<file path="src/design/cvkt_pkg.sv">
// Shared types, constants and saturation helpers for the Kalman tracker.
`timescale 1ns / 1ps

package cvkt_pkg;

    localparam int AXES          = 3;
    localparam int AX_W          = (AXES > 1) ? $clog2(AXES) : 1;
    localparam int FRAC_BITS_DEF = 16;
    localparam int WORD_W        = 32;
    localparam int OPW           = WORD_W + 2;
    localparam int DEN_W         = WORD_W + 1;
    localparam int ACC_W         = 64;
    localparam int CNT_W         = 16;
    localparam int CFG_IDX_W     = 2;

    localparam logic [CFG_IDX_W-1:0] CFG_PROCESS_NOISE     = 2'd0;
    localparam logic [CFG_IDX_W-1:0] CFG_MEASUREMENT_NOISE = 2'd1;
    localparam logic [CFG_IDX_W-1:0] CFG_INITIAL_ERROR_COV = 2'd2;

    localparam logic [WORD_W-1:0] PROCESS_NOISE_RST     = 32'd655;
    localparam logic [WORD_W-1:0] MEASUREMENT_NOISE_RST = 32'd6554;
    localparam logic [WORD_W-1:0] INITIAL_ERROR_COV_RST = 32'd65536;

    typedef logic        [WORD_W-1:0] t_word;
    typedef logic signed [WORD_W-1:0] t_sword;
    typedef logic signed [WORD_W:0]   t_err;
    typedef logic signed [OPW-1:0]    t_opnd;
    typedef logic signed [ACC_W-1:0]  t_acc;

    localparam t_acc ACC_SMAX = 64'sh0000_0000_7FFF_FFFF;
    localparam t_acc ACC_SMIN = -64'sh0000_0000_8000_0000;
    localparam t_acc ACC_UMAX = 64'sh0000_0000_FFFF_FFFF;

    function automatic t_sword sat_s(input t_acc a);
        if (a > ACC_SMAX) begin
            return t_sword'(ACC_SMAX[WORD_W-1:0]);
        end else if (a < ACC_SMIN) begin
            return t_sword'(ACC_SMIN[WORD_W-1:0]);
        end
        return t_sword'(a[WORD_W-1:0]);
    endfunction

    function automatic t_word sat_u(input t_acc a);
        if (a < 0) begin
            return '0;
        end else if (a > ACC_UMAX) begin
            return '1;
        end
        return a[WORD_W-1:0];
    endfunction

    function automatic t_acc acc_u(input t_word u);
        return t_acc'({{(ACC_W-WORD_W){1'b0}}, u});
    endfunction

    function automatic t_acc acc_s(input t_sword s);
        return t_acc'({{(ACC_W-WORD_W){s[WORD_W-1]}}, s});
    endfunction

    function automatic t_opnd op_u(input t_word u);
        return t_opnd'({2'b00, u});
    endfunction

    function automatic t_opnd op_s(input t_sword s);
        return t_opnd'({{2{s[WORD_W-1]}}, s});
    endfunction

    function automatic t_opnd op_e(input t_err e);
        return t_opnd'({e[WORD_W], e});
    endfunction

endpackage

</file>
<file path="src/design/cvkt_mul.sv">
// Shared signed fixed-point multiplier, product registered, truncated toward zero.
`timescale 1ns / 1ps

module cvkt_mul import cvkt_pkg::*; #(
    parameter int FRAC_BITS = FRAC_BITS_DEF
) (
    input  logic                          i_clk,
    input  t_opnd                         i_a,
    input  t_opnd                         i_b,
    output logic signed [64-FRAC_BITS:0]  o_res
);

    localparam int PW = 65 - FRAC_BITS;

    t_word                 a_mag;
    t_word                 b_mag;
    logic [2*WORD_W-1:0]   r_prod;
    logic                  r_neg;
    logic signed [PW-1:0]  res_pos;

    assign a_mag = i_a[OPW-1] ? t_word'(-i_a) : t_word'(i_a);
    assign b_mag = i_b[OPW-1] ? t_word'(-i_b) : t_word'(i_b);

    always_ff @(posedge i_clk) begin
        r_prod <= {{WORD_W{1'b0}}, a_mag} * {{WORD_W{1'b0}}, b_mag};
        r_neg  <= i_a[OPW-1] ^ i_b[OPW-1];
    end

    assign res_pos = $signed({1'b0, r_prod[2*WORD_W-1:FRAC_BITS]});
    assign o_res   = r_neg ? -res_pos : res_pos;

endmodule

</file>
<file path="config.mk">
export PLATFORM = sky130hd
export DESIGN_NAME = cvkt_mul
export DESIGN_NICKNAME = d
export VERILOG_FILES = /design/src/design/cvkt_pkg.sv /design/src/design/cvkt_mul.sv
export SDC_FILE = /design/constraint.sdc
export NUM_CORES = 2
export LEC_CHECK = 0
export BUFFER_PORTS_ARGS = -buffer_cell sky130_fd_sc_hd__buf_2
export CAP_MARGIN = 10
export CORE_MARGIN = 3
export CORE_UTILIZATION = 60
export CTS_CLUSTER_SIZE = 40
export DETAILED_ROUTE_END_ITERATION = 8
export PLACE_DENSITY_LB_ADDON = 0.1
export SLEW_MARGIN = 20
export SYNTH_ARGS = -nofsm -noshare
export SYNTH_HDL_FRONTEND = slang
export SYNTH_SLANG_ARGS = --single-unit
</file>
<file path="constraint.sdc">
create_clock -name i_clk -period 24.3 [get_ports i_clk]
set_clock_uncertainty 0.1 [all_clocks]
set_input_delay 1.215 -clock i_clk [delete_from_list [all_inputs] [get_ports i_clk]]
set_output_delay 1.215 -clock i_clk [all_outputs]
set_load 0.05 [all_outputs]
</file>
# --- Word-level counts from Yosys, hierarchy flattened ---
# Cells that the tools add are included.
op_classes:
  add_sub_neg: 3
  mux: 3
  multipliers: 1
  bitwise: 1
op_table:
  columns: ["cell", "n"]
  rows:
  - ["$mul A32 B32 Y64", 1]
  - ["$mux W32", 2]
  - ["$neg A32 Y32", 2]
  - ["$mux W49", 1]
  - ["$neg A48 Y49", 1]
  - ["$xor A1 B1 Y1", 1]
word_totals:
  word_cells: 10
  out_inout_bits: 49
  regBits: 65
  inputBits: 69

# --- Logic depth before layout (Yosys ltp) ---
depth:
  depth_word: 3
  ltp_mapped: 37
  ltp_nobuf: 34

# --- Worst setup path after synthesis ---
# OpenSTA, ideal clock, no wires.
synth_path:
  path_type: "input -> register"
  from: "in i_a[7]"
  to: "reg r_prod[60]"
  required_time_ns: 24.128
  setup_time_ns: 0.072
  arrival_time_ns: 10.143
  setup_slack_ns: 13.984
  path_stages: 31
  cell_sequence: "or4_4 or3_1 or3_4 or3_1 nand2b_4 o21ai_1 xnor2_1 clkbuf_1 nand2_1 fa_1 fa_1 fa_1 fa_1 inv_1 fa_1 fa_1 fa_1 inv_1 fa_1 inv_1 ha_1 a21o_1 a21o_1 a21oi_1 nand3_1 a211oi_1 nor2_1 a21oi_1 o221ai_1 a221oi_1 xnor2_1"
synth_between:
  elab_chain_len: 3
synth_lines:
  columns: ["element", "line", "source"]
  rows:
  - ["start: declaration", "cvkt_mul.sv:8", "input t_opnd i_a,"]
  - ["$neg A32 Y32", "cvkt_mul.sv:21", "assign a_mag = i_a[OPW-1] ? t_word'(-i_a) : t_word'(i_a);"]
  - ["$mux W32 *", "cvkt_mul.sv:21", null]
  - ["$mul A32 B32 Y64 *", "cvkt_mul.sv:25", "r_prod <= {{WORD_W{1'b0}}, a_mag} * {{WORD_W{1'b0}}, b_mag};"]
  - ["end signal: assignment", "cvkt_mul.sv:25", null]
  - ["end: declaration", "cvkt_mul.sv:17", "logic [2*WORD_W-1:0] r_prod;"]
# Mark *: on every way between the ends. The rest lies on a longest branch, timed or not.

# --- Worst setup path in the final report ---
layout_path:
  from: "in i_a[0]"
  to: "reg r_prod[63]"
# Same word-level chain as after synthesis.

==> impl_metrics.toml <==
[status]
status = "finished, final reports clean"

[routing]
vias = 28100
routed_wl_um = 110000
initialDrtViolationCount = 2183
wl_per_cell_um = 22.8
viasPerCell = 5.82
postRouteAntennaNets = 0
drc = 0
first_pass_iters = 6

[cts]
post_cts.repair.setup_buffers = 0
clk_path_buf_depth = 2
cts_buffers = 5
cts-resized-gates = 0
tritoncts = "done"
cts_max_level = 2
cts.clk_slew.worst_paths_ns = 0.07
cts_sinks = 49
cts_hold_buf = 0
cts_root_buf = "clkbuf_16"

[timing]
tns_ns = 0
rsz0062_at_grt = "false"
slew_violations = 0
finalCriticalPeriod_ns = 12.24
setup_viol = 0
max_freq_mhz = 81.7
period_share_pct = 50.4
tightest_slew_ns = 1.17
relSlewSlack_pct = 21.6
hold_viol = 0

[setup_path]
crit_family = "adder cells"
start_kind = "input port"
end_kind = "flop"
critPathSlowestCell = "o31ai_1"
critPathMaxFanout = 23
slowest_delay_ns = 0.93
cp.required_ns = 24.42
cp_common_cell = "fa_1"
critPathKind = "input port to flop"
crit_arrival_ns = 12.36
path_buf_inv = 7
cp.depth = 32

[die]
die-area_um2 = 61500
die_h_um = 248
io_pins = 118
fp.dieW_um = 248
initial_core_util_pct = 60.8
coreArea_um2 = 57800
row_count = 88

[yosys]
ys_dominant_reg_cell = "dfxtp_1"
yosysTopAreaCell = "fa_1"
synth-seq-area-share_pct = 2.79
yosysMostFrequentCell = "inv_1"
ys_warn_count = 0
synth.area.top_cells = "fa_1, inv_1, ha_1, nor2_1, nand2_1"
synth_nets = 5249
synth_top_cells_by_count = "inv_1, fa_1, nor2_1"
syn_inst = 4022
ys_types = 67
ys_async_sr_fraction_pct = 0
synth-edff-count = 0
synthesis.area_um2 = 35100
syn_area_per_cell_um2 = 8.74
ys_ff_latch = 49
synth_top_area_share_pct = 51.0

[cells_and_area]
final_nets = 5284
fill_cells = 4957
drive_gt1_share_pct = 7.32
fin_cells = 4828
area_growth_pct = 6.61

[job]
maxCapViolCount = 0

[hold_path]
hold_path_class = "input port to flop"
hold_path_startpoint = "i_a[33]"
whs_endpoint = "r_neg"
holdPathStages = 2

[grt]
grt_overflow = 0
antenna_found_initial = 11
grt_pass1_vias = 29700
grt_max_degree = 50
grt_use_total_pct = 37.7
grt_pass1_wl_um = 171000

[placement]
gp_congestion = 0.941
dp_hpwl_um = 86700
numPortBuffers = 115
dp_cells = 4814
==> area by class of cell <==
class                           count  area, µm²  area share [%]
Multi-Input combinational cell   2898      30700            82.0
Inverter                          897       3370            8.99
Timing Repair Buffer              206       1280            3.41
Sequential cell                    49        981            2.62
Tap cell                          765        957            2.56
Clock buffer                        5        125           0.334
Clock inverter                      3       28.8          0.0768
Antenna cell                        5       12.5          0.0334
==> routing by layer <==
layer | vias up | wire (µm) | track usage, %
met2 | 1519 | 49500 | 58.1
li1 | 11900 | - | -
met4 | 8 | 9940 | 27.2
met1 | 14200 | 38200 | 46.1
met3 | 455 | 12400 | 10.3
met5 | - | 50 | 0
==> layout by cell type, fill, tap and decap left out, drive strengths merged, types with 9 or more instances in the layout <==
cell type	n
a21o	38
a21oi	65
and2	13
buf	206
dfxtp	49
fa	895
ha	263
inv	899
nand2	531
nand2b	15
nand3	15
nand4	18
nor2	576
nor3	16
o21ai	62
o21bai	12
o31ai	33
o41ai	13
or2	9
or3	22
or4	11
xnor2	135
xor2	79
==> sequential cells by signal, summed over array words and instances, names as in the netlist <==
signal / cells
r_neg: 1
r_prod: 48
==> how the worst max path moves through the flow <==
stage,start,to
floorplan,i_a[7],r_prod[60]
global placement,i_a[0],r_prod[51]
detailed placement,i_a[0],r_prod[51]
CTS,i_a[0],r_prod[51]
global route,i_a[0],r_prod[63]
finish,i_a[0],r_prod[63]
==> cell families after synthesis <==
family	after synthesis	synth area share, %
multiplexers	2	0.0570
AO/OA/AOI/OAI	272	5.21
buffers and inverters	1075	11.6
XOR/XNOR	214	5.52
adder cells (fa/ha/maj)	1158	60.4
AND/OR/NAND/NOR	1252	14.4
flip-flops	49	2.79
==> stage by stage <==
step                instance area [µm²]  hold WS, ns  utilization, %  setup slack, ns
CTS                               37400         1.61            64.7            12.30
global route                      37500         1.63            64.8            11.54
floorplan                         35100         1.60               -            13.98
global placement                  37200         1.66            64.4            12.04
detailed placement                37200         1.65            64.4            12.02
finish                            37500         1.62            64.8            12.06
Power is left out: the tool's default activity adds up to more than one toggle a clock period on the data nets, which glitch-free logic cannot reach.
