==> src/design/cvkt_pkg.sv <==
// Shared types, constants and saturation helpers for the Kalman tracker.
`timescale 1ns / 1ps

package cvkt_pkg;

    localparam int AXES          = 3;
    localparam int AX_W          = (AXES > 1) ? $clog2(AXES) : 1;
    localparam int FRAC_BITS_DEF = 16;
    localparam int WORD_W        = 32;
    localparam int OPW           = WORD_W + 2;
    localparam int DEN_W         = WORD_W + 1;
    localparam int ACC_W         = 64;
    localparam int CNT_W         = 16;
    localparam int CFG_IDX_W     = 2;

    localparam logic [CFG_IDX_W-1:0] CFG_PROCESS_NOISE     = 2'd0;
    localparam logic [CFG_IDX_W-1:0] CFG_MEASUREMENT_NOISE = 2'd1;
    localparam logic [CFG_IDX_W-1:0] CFG_INITIAL_ERROR_COV = 2'd2;

    localparam logic [WORD_W-1:0] PROCESS_NOISE_RST     = 32'd655;
    localparam logic [WORD_W-1:0] MEASUREMENT_NOISE_RST = 32'd6554;
    localparam logic [WORD_W-1:0] INITIAL_ERROR_COV_RST = 32'd65536;

    typedef logic        [WORD_W-1:0] t_word;
    typedef logic signed [WORD_W-1:0] t_sword;
    typedef logic signed [WORD_W:0]   t_err;
    typedef logic signed [OPW-1:0]    t_opnd;
    typedef logic signed [ACC_W-1:0]  t_acc;

    localparam t_acc ACC_SMAX = 64'sh0000_0000_7FFF_FFFF;
    localparam t_acc ACC_SMIN = -64'sh0000_0000_8000_0000;
    localparam t_acc ACC_UMAX = 64'sh0000_0000_FFFF_FFFF;

    function automatic t_sword sat_s(input t_acc a);
        if (a > ACC_SMAX) begin
            return t_sword'(ACC_SMAX[WORD_W-1:0]);
        end else if (a < ACC_SMIN) begin
            return t_sword'(ACC_SMIN[WORD_W-1:0]);
        end
        return t_sword'(a[WORD_W-1:0]);
    endfunction

    function automatic t_word sat_u(input t_acc a);
        if (a < 0) begin
            return '0;
        end else if (a > ACC_UMAX) begin
            return '1;
        end
        return a[WORD_W-1:0];
    endfunction

    function automatic t_acc acc_u(input t_word u);
        return t_acc'({{(ACC_W-WORD_W){1'b0}}, u});
    endfunction

    function automatic t_acc acc_s(input t_sword s);
        return t_acc'({{(ACC_W-WORD_W){s[WORD_W-1]}}, s});
    endfunction

    function automatic t_opnd op_u(input t_word u);
        return t_opnd'({2'b00, u});
    endfunction

    function automatic t_opnd op_s(input t_sword s);
        return t_opnd'({{2{s[WORD_W-1]}}, s});
    endfunction

    function automatic t_opnd op_e(input t_err e);
        return t_opnd'({e[WORD_W], e});
    endfunction

endpackage

==> src/design/cvkt_div.sv <==
// Bit-serial restoring divider for the gain quotients, one quotient bit a cycle.
`timescale 1ns / 1ps

module cvkt_div import cvkt_pkg::*; #(
    parameter int FRAC_BITS = FRAC_BITS_DEF
) (
    input  logic                          i_clk,
    input  logic                          i_rst_n,
    input  logic                          i_start,
    input  t_word                         i_num,
    input  logic [DEN_W-1:0]              i_den,
    output logic                          o_done,
    output logic [WORD_W+FRAC_BITS-1:0]   o_quot
);

    localparam int NW = WORD_W + FRAC_BITS;
    localparam int CW = $clog2(NW + 1);

    logic [NW-1:0]    r_num;
    logic [DEN_W-1:0] r_rem;
    logic [DEN_W-1:0] r_den;
    logic [CW-1:0]    r_cnt;
    logic             r_busy;
    logic             r_done;
    logic [DEN_W:0]   trial;
    logic [DEN_W:0]   diff;
    logic             fits;

    assign trial = {r_rem, r_num[NW-1]};
    assign diff  = trial - {1'b0, r_den};
    assign fits  = trial >= {1'b0, r_den};

    always_ff @(posedge i_clk) begin
        if (!i_rst_n) begin
            r_busy <= 1'b0;
            r_done <= 1'b0;
            r_cnt  <= '0;
        end else begin
            r_done <= 1'b0;
            if (i_start) begin
                r_num  <= {i_num, {FRAC_BITS{1'b0}}};
                r_rem  <= '0;
                r_den  <= i_den;
                r_cnt  <= '0;
                r_busy <= 1'b1;
            end else if (r_busy) begin
                r_rem <= fits ? diff[DEN_W-1:0] : trial[DEN_W-1:0];
                r_num <= {r_num[NW-2:0], fits};
                r_cnt <= r_cnt + 1'b1;
                if (r_cnt == CW'(NW - 1)) begin
                    r_busy <= 1'b0;
                    r_done <= 1'b1;
                end
            end
        end
    end

    assign o_done = r_done;
    assign o_quot = r_num;

endmodule

==> config.mk <==
export PLATFORM = sky130hd
export DESIGN_NAME = cvkt_div
export DESIGN_NICKNAME = d
export VERILOG_FILES = /design/src/design/cvkt_pkg.sv /design/src/design/cvkt_div.sv
export SDC_FILE = /design/constraint.sdc
export NUM_CORES = 1
export LEC_CHECK = 0
export BUFFER_PORTS_ARGS = -buffer_cell sky130_fd_sc_hd__buf_4
export CAP_MARGIN = 30
export CORE_MARGIN = 2
export CORE_UTILIZATION = 35
export CTS_CLUSTER_DIAMETER = 100
export DETAILED_ROUTE_END_ITERATION = 10
export MAX_ROUTING_LAYER = met4
export PLACE_DENSITY_LB_ADDON = 0.08
export SLEW_MARGIN = 25
export SYNTH_ARGS = -nofsm -noshare
export SYNTH_HDL_FRONTEND = slang
export SYNTH_SLANG_ARGS = --single-unit
==> constraint.sdc <==
create_clock -name i_clk -period 4.87 [get_ports i_clk]
set_clock_uncertainty 0.1 [all_clocks]
set_input_delay 0.7305 -clock i_clk [delete_from_list [all_inputs] [get_ports i_clk]]
set_output_delay 0.7305 -clock i_clk [all_outputs]
set_load 0.02 [all_outputs]
# ---- Word-level counts from Yosys, hierarchy flattened
# Cells that the tools add are included.
dict set report word_totals {
  mem_bits_rw 0
  wordCells 26
  romBits 0
  output_inout_bits 49
  latch_bits 0
  regBits 122
  n_memories 0
  in_bits 68
}
dict set report op_classes {
  add_sub_neg 2
  n_eq_ne 1
  n_reduce_logical 5
  muxes 8
  bitwise_logic 2
  div 0
  multipliers 0
  shifts 0
  order_cmp 1
}
# cell count
set op_table {}
lappend op_table {{48-bit 2-to-1 mux} 2}
lappend op_table {{33-bit 2-to-1 mux} 2}
lappend op_table {{34-bit by 33-bit >= comparator with 1-bit output} 1}
lappend op_table {{33-bit subtractor} 1}
lappend op_table {{6-bit by 1-bit adder with 6-bit output, second input constant} 1}
lappend op_table {{6-bit equality test, second input constant} 1}
lappend op_table {{1-bit 2-to-1 mux} 4}
lappend op_table {{2-bit AND reduction} 2}
lappend op_table {{3-bit OR reduction} 1}
lappend op_table {{1-bit NOT} 2}
lappend op_table {{2-bit nonzero test} 1}
lappend op_table {{2-bit OR reduction} 1}

# ---- Logic depth before layout (Yosys ltp)
# Gate-level depths: netlist of the first run.
dict set report logic_depth {
  word_depth 4
  mapped_depth 15
}

# ---- Worst setup path after synthesis of the first run
# OpenSTA, ideal clock, no wires.
dict set report synth_path {
  path_type {reg-to-reg}
  startpoint {register r_num[47] (netlist: o_quot[47])}
  endpoint {register r_rem[17], data pin}
  path_slack_ps 1338
  period_less_slack_ps 3532
  path_stages_with_launch 15
  setup_time_ps 266
  required_ps 4504
  arrival_ps 3166
  path_cell_list {edfxtp_1 > inv_1 > ha_1 > inv_1 > fa_1 > a21o_1 > a221o_1 > a21oi_2 > o21ai_1 > o21ai_2 > o21ai_2 > o41ai_4 > buf_4 > mux2i_1 > nor2_1}
}
dict set report synth_between {
  elab_chain_len 3
  word_cells_on_any_way 4
}
# element line_no
set synth_lines {}
lappend synth_lines {{start, declared} cvkt_div.sv:19} ;# logic [NW-1:0] r_num;
lappend synth_lines {{start signal, assigned} cvkt_div.sv:41} ;# r_num <= {i_num, {FRAC_BITS{1'b0}}};
lappend synth_lines {{start signal, assigned} cvkt_div.sv:48} ;# r_num <= {r_num[NW-2:0], fits};
lappend synth_lines {{33-bit subtractor / 34-bit by 33-bit >= comparator with 1-bit output (equally long branches)} {cvkt_div.sv:30, cvkt_div.sv:31}}
lappend synth_lines {{33-bit 2-to-1 mux (*)} cvkt_div.sv:47} ;# r_rem <= fits ? diff[DEN_W-1:0] : trial[DEN_W-1:0];
lappend synth_lines {{33-bit 2-to-1 mux (*)} cvkt_div.sv:46} ;# end else if (r_busy) begin
lappend synth_lines {{end signal, assigned} cvkt_div.sv:47}
lappend synth_lines {{end, declared} cvkt_div.sv:20} ;# logic [DEN_W-1:0] r_rem;
# Mark *: on every way between the ends. The rest lies on a longest branch, timed or not. The select of a mux whose other input is x is not followed.
# A chain may end at the register's enable or synchronous reset.

# ---- Final worst setup path of the first run
dict set report layout_path {
  startpoint {register r_num[47] (netlist: o_quot[47])}
  endpoint {register r_rem[29], data pin}
}
# Same word-level chain as after synthesis.

==> results of run 1 <==
## cells by family after synthesis
kind of cell / after synthesis / share of synthesized area [%]
and+or+nand+nor: 159 / 11.4
AOI/OAI and AO/OA: 121 / 11.8
muxes: 44 / 7.31
xor gates and xnor gates: 32 / 4.27
DFF: 122 / 54.6
buffers and inverters: 64 / 3.83
adders and majority gates: 35 / 6.78
## power by group
group | leakage, nW | switching [mW] | internal (mW)
sequential | 1.16 | 0.0396 | 1.25
clock | 0.271 | 0.470 | 0.744
combinational | 1.98 | 0.409 | 0.327
## worst max-delay path, delay by kind of cell (launching register included)
family	cells	cell delay [ps]
buffers and inverters	3	510
AND/OR/NAND/NOR	1	50
adder cells (fa/ha/maj)	2	560
flip-flops	1	410
multiplexers	1	250
AO/OA/AOI/OAI	7	1540
## final cells by class
| cell class | count | area (um^2) | share of cell area, % |
|---|---|---|---|
| sequential | 122 | 3580 | 43.3 |
| multi-input combinational | 391 | 2740 | 33.1 |
| timing repair buffer | 124 | 947 | 11.4 |
| clock buffer | 18 | 429 | 5.18 |
| tap | 234 | 293 | 3.54 |
| inverter | 42 | 158 | 1.90 |
| clock inverter | 13 | 129 | 1.56 |
## flip-flops by register name (all words and copies together), names as in the netlist
name,flops
o_done,1
r_cnt,6
r_rem,33
o_quot,48
r_busy,1
r_den,33
## layer usage
metal | global-route usage [%] | vias up
met2 | 25.4 | 122
met3 | 5.60 | 12
li1 | - | 2331
met5 | - | -
met4 | 5.95 | 0
met1 | 19.7 | 2256
## metrics by stage
stage	cell area, um^2	worst slack [ps]	instances
CTS	8250	1140	942
global route	8280	902	944
detailed placement	7690	1180	911
floorplan	6570	1340	577
finish	8280	1190	944
global placement	7690	1280	911
## placed cells by master, fill, tap and decap left out, types with 8 or more instances in the layout
| cell type | n |
|---|---|
| buf_4 | 122 |
| edfxtp_1 | 114 |
| nor2_1 | 71 |
| a21oi_1 | 49 |
| inv_1 | 42 |
| ha_1 | 34 |
| mux2_2 | 32 |
| nand2_1 | 26 |
| o21ai_0 | 22 |
| nor2b_1 | 20 |
| xnor2_1 | 19 |
| clkbuf_16 | 17 |
| xor2_1 | 13 |
| mux2i_1 | 12 |
| a21o_1 | 11 |
| nand4_1 | 8 |
| dfxtp_1 | 8 |
## worst max path at each step
stage / start / endpoint / slack, ps / depth (start not counted)
final: o_quot[47] / r_rem[29] / 1190 / 14
after global routing: o_quot[47] / r_rem[29] / 900 / 14
after CTS: o_quot[47] / r_rem[29] / 1140 / 14
after detailed placement: o_quot[47] / r_rem[29] / 1180 / 14
after global placement: o_quot[47] / r_rem[29] / 1280 / 14
after floorplan: o_quot[47] / r_rem[17] / 1340 / 14
==> key figures, run 1 <==
Clock network
  – Hold_buf cts: 0
  – CTS tree: built
  – Clk root buf: clkbuf_16
  – Worst-path clk slew: 60 ps
  – Clk buf depth: 2
  – CTS sink cnt: 122
  – CTS HTree Levels: 4
  – Num CTS Buffers: 17
  – Post-CTS resize count: 0
  – # Post-CTS Setup Buffers: 0
  – Clk Latency, worst-skew pair: 420 ps

Floorplan
  – DIE AREA: between 0.015 and 0.02 mm^2
  – Core ar.: 0.0186 mm^2
  – Initial Util: 35.4%
  – Die width: 141 um
  – Std-Cell Rows: 50
  – Ports: 117
  – Die span in y: 141 um

Logic synthesis
  – Synth top cells by count: edfxtp_1 (114), nor2_1 (71), a21oi_1 (49)
  – Yosys reg bits: around 120
  – Synth warnings: 0
  – Top-area cell type share of the netlist area: between 50% and 60%
  – Syn Std Cell Area: 0.00657 mm^2
  – FFs w/ async S/R, synth: 0%
  – Syn Area/Cell: 11.4 um^2
  – Most common cell in the netlist: edfxtp_1
  – Syn nets: 680
  – Post-Syn Instances: 577
  – Largest area contributor in the netlist: edfxtp_1
  – Post-synthesis cell type count: 55
  – Post-synth EDFFs: about 110
  – Ys flop type: edfxtp_1
  – Register area share after synthesis: 54.6%
  – Synth top area cells: edfxtp_1 (52%), ha_1 (6.5%), mux2_2 (5.5%)

Finish
  – Fill count: around 1800
  – Nets: 801
  – Layout cells sized above 1: ~27%
  – Antenna cells: 0
  – Synthesis-to-layout area growth: 26.1%
  – Utilization after layout: 44.6%

GRT
  – Total grt overflow: 0
  – Pin count of the biggest net entering global routing: 82
  – Tot GR Track Use: 16.3%
  – First-pass GRT wire length: 24600 um
  – Vias in the first global route: 4907
  – Initial antenna violation count: 0

STA
  – Slew Limit Fails: 0
  – F_max: 272 MHz
  – Worst-Margin Slew: slightly below 700 ps
  – Post-Route Setup TNS: 0 ps
  – Period minus WS final: 3680 ps
  – RSZ-0062 raised after global routing: false
  – Fin Hold WS: 382 ps
  – Final hold violations: 0
  – Final Setup Violations: 0
  – Period utilization: 75.6%
  – Relative slew slack: 53.7%

Placement
  – RD Place Congestion: between 0.8 and 0.9
  – DP Wirelength: 10400 um
  – PortBufs: 116

Route
  – Final WL: 14800 um
  – Via Count: ~4700
  – Final antenna-violating net count: 0
  – WL/cell: 15.7 um
  – Remaining DRCs: 0
  – M1 WL: 6760 um
  – Met3 WL post-DR: 1020 um
  – TritonRoute pass-1 iters: 4
  – DR iter-0 viols: 260
  – Met2 Wirelength: 6890 um
  – Top sig layer: met4
  – Vias per Instance: about 5

Power and ir drop
  – Worst VDD drop: 0.233 mV
  – Pleak: 3.41 nW
  – Power density cells: ~400 mW/mm^2
  – Total power: 3.24 mW

Setup path
  – Max incr delay on CP: 410 ps
  – Crit path cell chain: inv_1 -> ha_1 -> inv_1 -> fa_1 -> a21o_1 -> a221o_1 -> a21oi_2 -> o21ai_1 -> o21ai_2 -> o21ai_2 -> o41ai_4 -> buf_4 -> mux2i_1 -> nor2_1
  – Req. time, crit path: roughly 4900 ps
  – R2r setup slk: ~1200 ps
  – Critical Path Fanout Max: 31
  – Slowest cell on crit path: edfxtp_1
  – R2R depth: 14
  – Critical Path AT: approximately 3700 ps
  – Startpoint types: flop
  – Worst Setup End Kind: flop
  – RR Startpoint: o_quot[47]
  – Type of the worst setup path: reg2reg
  – R2R Path End: r_rem[29]

Hold path
  – Hold EP: r_den[8]
  – Hold path start: i_den[8]
  – Worst hold path depth: 1
  – Hold Crit Class: in2reg

Run status
  – Status: complete, no violations

Job
  – Max-cap violations: 0
Power figures use the tool's default switching activity.
==> run 2: changes to the inputs <==
==> constraint.sdc (replaced) <==
create_clock -name i_clk -period 3.85 [get_ports i_clk]
set_clock_uncertainty 0.1 [all_clocks]
set_input_delay 0.5775 -clock i_clk [delete_from_list [all_inputs] [get_ports i_clk]]
set_output_delay 0.5775 -clock i_clk [all_outputs]
set_load 0.02 [all_outputs]
==> key figures, run 2 (synthesis results as in run 1) <==
Finish
  – Most frequent cells in the layout: buf_4 (122), edfxtp_1 (114), nor2_1 (71), a21oi_1 (48), inv_1 (42)
  – Layout cells sized above 1: 28.1%
  – Most common cell after layout, fill and taps aside: buf_4
  – Final Instance Area: 0.00842 mm^2
  – Antenna cells: 0
  – Utilization after layout: a little under half
  – Max FFs per register: 48
  – Synthesis-to-layout area growth: 28.2%
  – Nets: 806
  – Fill count: roughly 1700

Setup path
  – Req. time, crit path: 3890 ps
  – RR Startpoint: o_quot[47]
  – Startpoint types: flop
  – Critical Path AT: 3690 ps
  – Type of the worst setup path: reg2reg
  – Slowest cell on crit path: edfxtp_1
  – R2R depth: 15
  – Max incr delay on CP: 410 ps
  – CP most frequent cell: o21ai_2
  – R2r setup slk: 200 ps
  – Critical Path Fanout Max: 12
  – Worst Setup End Kind: flop
  – Crit path cell chain: inv_1 -> ha_1 -> inv_1 -> fa_1 -> a21o_1 -> a221o_1 -> a21oi_2 -> o21ai_2 -> o21ai_2 -> o21ai_2 -> o41ai_4 -> buf_6 -> buf_12 -> mux2i_1 -> nor2_1
  – R2R Path End: r_rem[15]

STA
  – Worst-Margin Slew: 871 ps
  – Post-Route Setup TNS: 0 ps
  – Final hold violations: 0
  – Fin Hold WS: around 230 ps
  – Relative slew slack: 42.0%
  – Slew Limit Fails: 0
  – Final Setup Violations: 0
  – Final worst slack: 204 ps
  – Period minus WS final: 3650 ps
  – F_max: ~270 MHz
  – Period utilization: ~95%

Route
  – M1 WL: 7090 um
  – Final antenna-violating net count: 0
  – WL/cell: approximately 16 um
  – Final WL: 15400 um
  – Via Count: 4772
  – Met2 Wirelength: 7230 um
  – TritonRoute pass-1 iters: 4
  – DR iter-0 viols: ~230
  – Met3 WL post-DR: just under 1000 um
  – Remaining DRCs: 0
  – Vias per Instance: 5.02
  – Top sig layer: met4

GRT
  – First-pass GRT wire length: 24700 um
  – Vias in the first global route: 4979
  – Total grt overflow: 0
  – Initial antenna violation count: 0
  – Tot GR Track Use: between 10% and 20%
  – Pin count of the biggest net entering global routing: 73

Placement
  – PortBufs: 116
  – Pre-CTS WS: approximately 180 ps
  – RD Place Congestion: 0.844
  – DP Wirelength: 10500 um
  – Placed cell areas: 0.00773 mm^2

Clock network
  – CTS HTree Levels: 4
  – Clk buf depth: 2
  – Clk root buf: clkbuf_16
  – Hold_buf cts: 0
  – CTS tree: built
  – Clk Latency, worst-skew pair: between 400 and 500 ps
  – Num CTS Buffers: 17
  – Worst-path clk slew: roughly 60 ps
  – CTS sink cnt: 122

Job
  – Max-cap violations: 0

Hold path
  – Hold path start: i_den[4]
  – Worst hold path depth: 1
  – Hold EP: r_den[4]
  – Hold Crit Class: in2reg

Power and ir drop
  – Power density cells: between 500 and 600 mW/mm^2
  – Pleak: 3.47 nW
  – Worst VDD drop: between 0.2 and 0.3 mV

Floorplan
  – DIE AREA: 0.0199 mm^2
  – Std-Cell Rows: 50
  – Die span in y: 141 um
  – Ports: 117
  – Initial Util: 35.4%
  – Die width: roughly 140 um
  – Core ar.: 0.0186 mm^2

Run status
  – Status: complete, no violations
run 2: worst max path at each step:
stage	to	from	cells after the start
floorplan	r_rem[17]	o_quot[47]	14
global placement	r_rem[31]	o_quot[47]	14
detailed placement	r_rem[31]	o_quot[47]	14
CTS	r_rem[31]	o_quot[47]	14
global route	r_rem[32]	o_quot[47]	15
finish	r_rem[15]	o_quot[47]	15
run 2: layout make-up:
type | instances | area (um^2) | share of cell area (%)
sequential | 122 | 3580 | 42.6
multi-input combinational | 391 | 2750 | 32.6
timing repair buffer | 129 | 1050 | 12.5
clock buffer | 18 | 429 | 5.10
tap | 234 | 293 | 3.48
clock inverter | 14 | 160 | 1.90
inverter | 42 | 158 | 1.87
run 2: worst max-delay path, delay by kind of cell, from the launching register on:
family | cells | cell delay (ps)
AO/OA/AOI/OAI | 7 | 1540
multiplexers | 1 | 200
adder cells (fa/ha/maj) | 2 | 560
buffers and inverters | 4 | 490
flip-flops | 1 | 410
AND/OR/NAND/NOR | 1 | 50
run 2: layer usage:
layer / vias to the layer above / GRT usage (%)
li1: 2349 / -
met1: 2286 / 19.9
met2: 127 / 25.9
met3: 10 / 5.91
met4: 0 / 4.00
met5: - / -
run 2: power by group:
group	switching (mW)	total, mW	internal (mW)
logic	0.541	1.00	0.460
registers	0.0513	1.63	1.58
clock network	0.655	1.62	0.969
run 2: per-stage QoR:
step	cells	power (mW)
floorplan	577	2.34
global placement	911	2.60
detailed placement	911	2.61
CTS	943	4.25
global route	950	4.48
finish	950	4.26
run 2: repair_timing:
| action | CTS | global route |
|---|---|---|
| gates resized for setup | 0 | 3 |
| setup buffers | 0 | 4 |
| setup endpoints to repair | 0 | 17 |
==> run 3: changes to the inputs <==
--- a/config.mk
+++ b/config.mk
@@ -8,7 +8,7 @@
 export BUFFER_PORTS_ARGS = -buffer_cell sky130_fd_sc_hd__buf_4
 export CAP_MARGIN = 30
 export CORE_MARGIN = 2
-export CORE_UTILIZATION = 35
+export CORE_UTILIZATION = 25
 export CTS_CLUSTER_DIAMETER = 100
 export DETAILED_ROUTE_END_ITERATION = 10
 export MAX_ROUTING_LAYER = met4
==> key figures, run 3 (synthesis results as in run 1) <==
Floorplan
  – DIE AREA: approximately 0.028 mm^2
  – Core ar.: 0.0259 mm^2
  – Die width: 166 um
  – Die span in y: 166 um
  – Initial Util: approximately a quarter
  – Ports: 117
  – Std-Cell Rows: 59

Setup path
  – CP top delay family: compound AO/OA/AOI/OAI gates
  – Worst Setup End Kind: flop
  – Req. time, crit path: 3900 ps
  – R2R Path End: r_rem[24]
  – Max incr delay on CP: 410 ps
  – R2r setup slk: 260 ps
  – Critical Path Fanout Max: 3
  – CP Depth: 15
  – Crit path cell chain: inv_1 -> ha_1 -> inv_1 -> fa_1 -> a21o_1 -> a221o_1 -> a21oi_2 -> buf_4 -> nand2_1 -> a221o_1 -> a221o_1 -> a21oi_1 -> xnor2_1 -> mux2i_1 -> nor2_1
  – Startpoint types: flop
  – RR Startpoint: o_quot[47]
  – Type of the worst setup path: reg2reg
  – CP most frequent cell: a221o_1
  – Slowest cell on crit path: edfxtp_1
  – Critical Path AT: 3640 ps
  – Crit path buffers/inverters: 3
  – R2R depth: 15

Route
  – WL/cell: 15.4 um
  – Met3 WL post-DR: between 1000 and 1500 um
  – TritonRoute pass-1 iters: 4
  – Final antenna-violating net count: 0
  – Vias per Instance: around 4.5
  – Final WL: about 16000 um
  – Met2 Wirelength: between 7000 and 8000 um
  – Via Count: 4745
  – Top sig layer: met4
  – Remaining DRCs: 0
  – DR iter-0 viols: 227
  – M1 WL: about 7300 um

STA
  – Relative slew slack: approximately two fifths
  – Post-Route Setup TNS: 0 ps
  – Slew Limit Fails: 0
  – Worst-Margin Slew: 887 ps
  – Period minus WS final: 3590 ps
  – F_max: 279 MHz
  – RSZ-0062 raised after global routing: false
  – Final hold violations: 0
  – Period utilization: 93.2%
  – Final Setup Violations: 0

GRT
  – Tot GR Track Use: roughly an eighth
  – Vias in the first global route: 5074
  – First-pass GRT wire length: around 26000 um
  – Pin count of the biggest net entering global routing: 62
  – Initial antenna violation count: 0
  – Total grt overflow: 0

Run status
  – Status: complete, no violations

Placement
  – RD Place Congestion: around 0.81
  – PortBufs: approximately 120
  – DP Wirelength: 11700 um

Hold path
  – Hold path start: i_den[32]
  – Hold Crit Class: in2reg
  – Hold EP: r_den[32]
  – Worst hold path depth: 1

Finish
  – Most frequent cells in the layout: buf_4 (124), edfxtp_1 (114), nor2_1 (71), a21oi_1 (49), inv_1 (42)
  – Layout cells sized above 1: 27.8%
  – Fill count: 2654
  – Max FFs per register: 48
  – Most common cell after layout, fill and taps aside: buf_4
  – Synthesis-to-layout area growth: 29.8%
  – Antenna cells: 0
  – Register area: 0.00358 mm^2
  – Nets: 805
  – Multi-input logic area: 0.00275 mm^2

Clock network
  – Worst-path clk slew: 70 ps
  – Clk Latency, worst-skew pair: 420 ps
  – CTS HTree Levels: 4
  – CTS sink cnt: 122
  – Clk buf depth: 2
  – Num CTS Buffers: 17
  – Clk root buf: clkbuf_16
  – CTS tree: built

Power and ir drop
  – Pleak: 3.46 nW
  – Total power: ~4.3 mW
  – Power density cells: between 500 and 600 mW/mm^2
  – Worst VDD drop: 0.284 mV

Job
  – Max-cap violations: 0
run 3: cell types whose count changed in the layout (fill, tap and decap cells not counted), sizes merged:
cell	delta
clkbuf	-2
inv	-2
buf	+1
bufinv	+1
clkinvlp	+1
run 3: repair_timing:
item / in CTS / in global routing
hold buffers: 0 / 0
gates resized for setup: 0 / 1
buffers inserted: 0 / 3
setup endpoints to repair: 0 / 1
run 3: worst max-delay path by stage:
stage / start / end
after floorplan: o_quot[47] / r_rem[17]
after global placement: o_quot[47] / r_rem[1]
after detailed placement: o_quot[47] / r_rem[17]
after CTS: o_quot[47] / r_rem[17]
after global routing: o_quot[47] / r_rem[26]
final: o_quot[47] / r_rem[24]
run 3: area by class of cell:
cell class | count | area share, %
Clock buffer | 18 | 5.04
Clock inverter | 14 | 2.19
Inverter | 42 | 1.85
Multi-Input combinational cell | 391 | 32.2
Sequential cell | 122 | 42.0
Tap cell | 335 | 4.92
Timing Repair Buffer | 128 | 11.8
run 3: power breakdown:
group	switching (mW)	internal, mW
Sequential	0.0506	1.58
Combinational	0.535	0.439
Clock	0.668	1.04
run 3: routing by layer:
metal / vias to the layer above / GRT usage, %
met3: 10 / 4.91
li1: 2344 / -
met1: 2276 / 14.9
met2: 115 / 19.5
met4: 0 / 3.25
met5: - / -
run 3: worst reg2reg max path, cell delays in order (launching register included):
cell	delay, ps
edfxtp_1	410
inv_1	80
ha_1	160
inv_1	50
fa_1	410
a21o_1	210
a221o_1	370
a21oi_2	200
buf_4	130
nand2_1	90
a221o_1	370
a221o_1	310
a21oi_1	190
xnor2_1	80
mux2i_1	120
nor2_1	60
run 3: metrics by stage:
stage	cells	util, %	instance area [um^2]	setup WS [ps]	hold slack (ps)
CTS	1047	32.8	8500	237	204
floorplan	577	-	6570	318	350
finish	1050	32.9	8520	264	230
detailed placement	1015	30.4	7880	258	388
global route	1050	32.9	8520	10.7	203
global placement	1014	30.4	7870	326	370
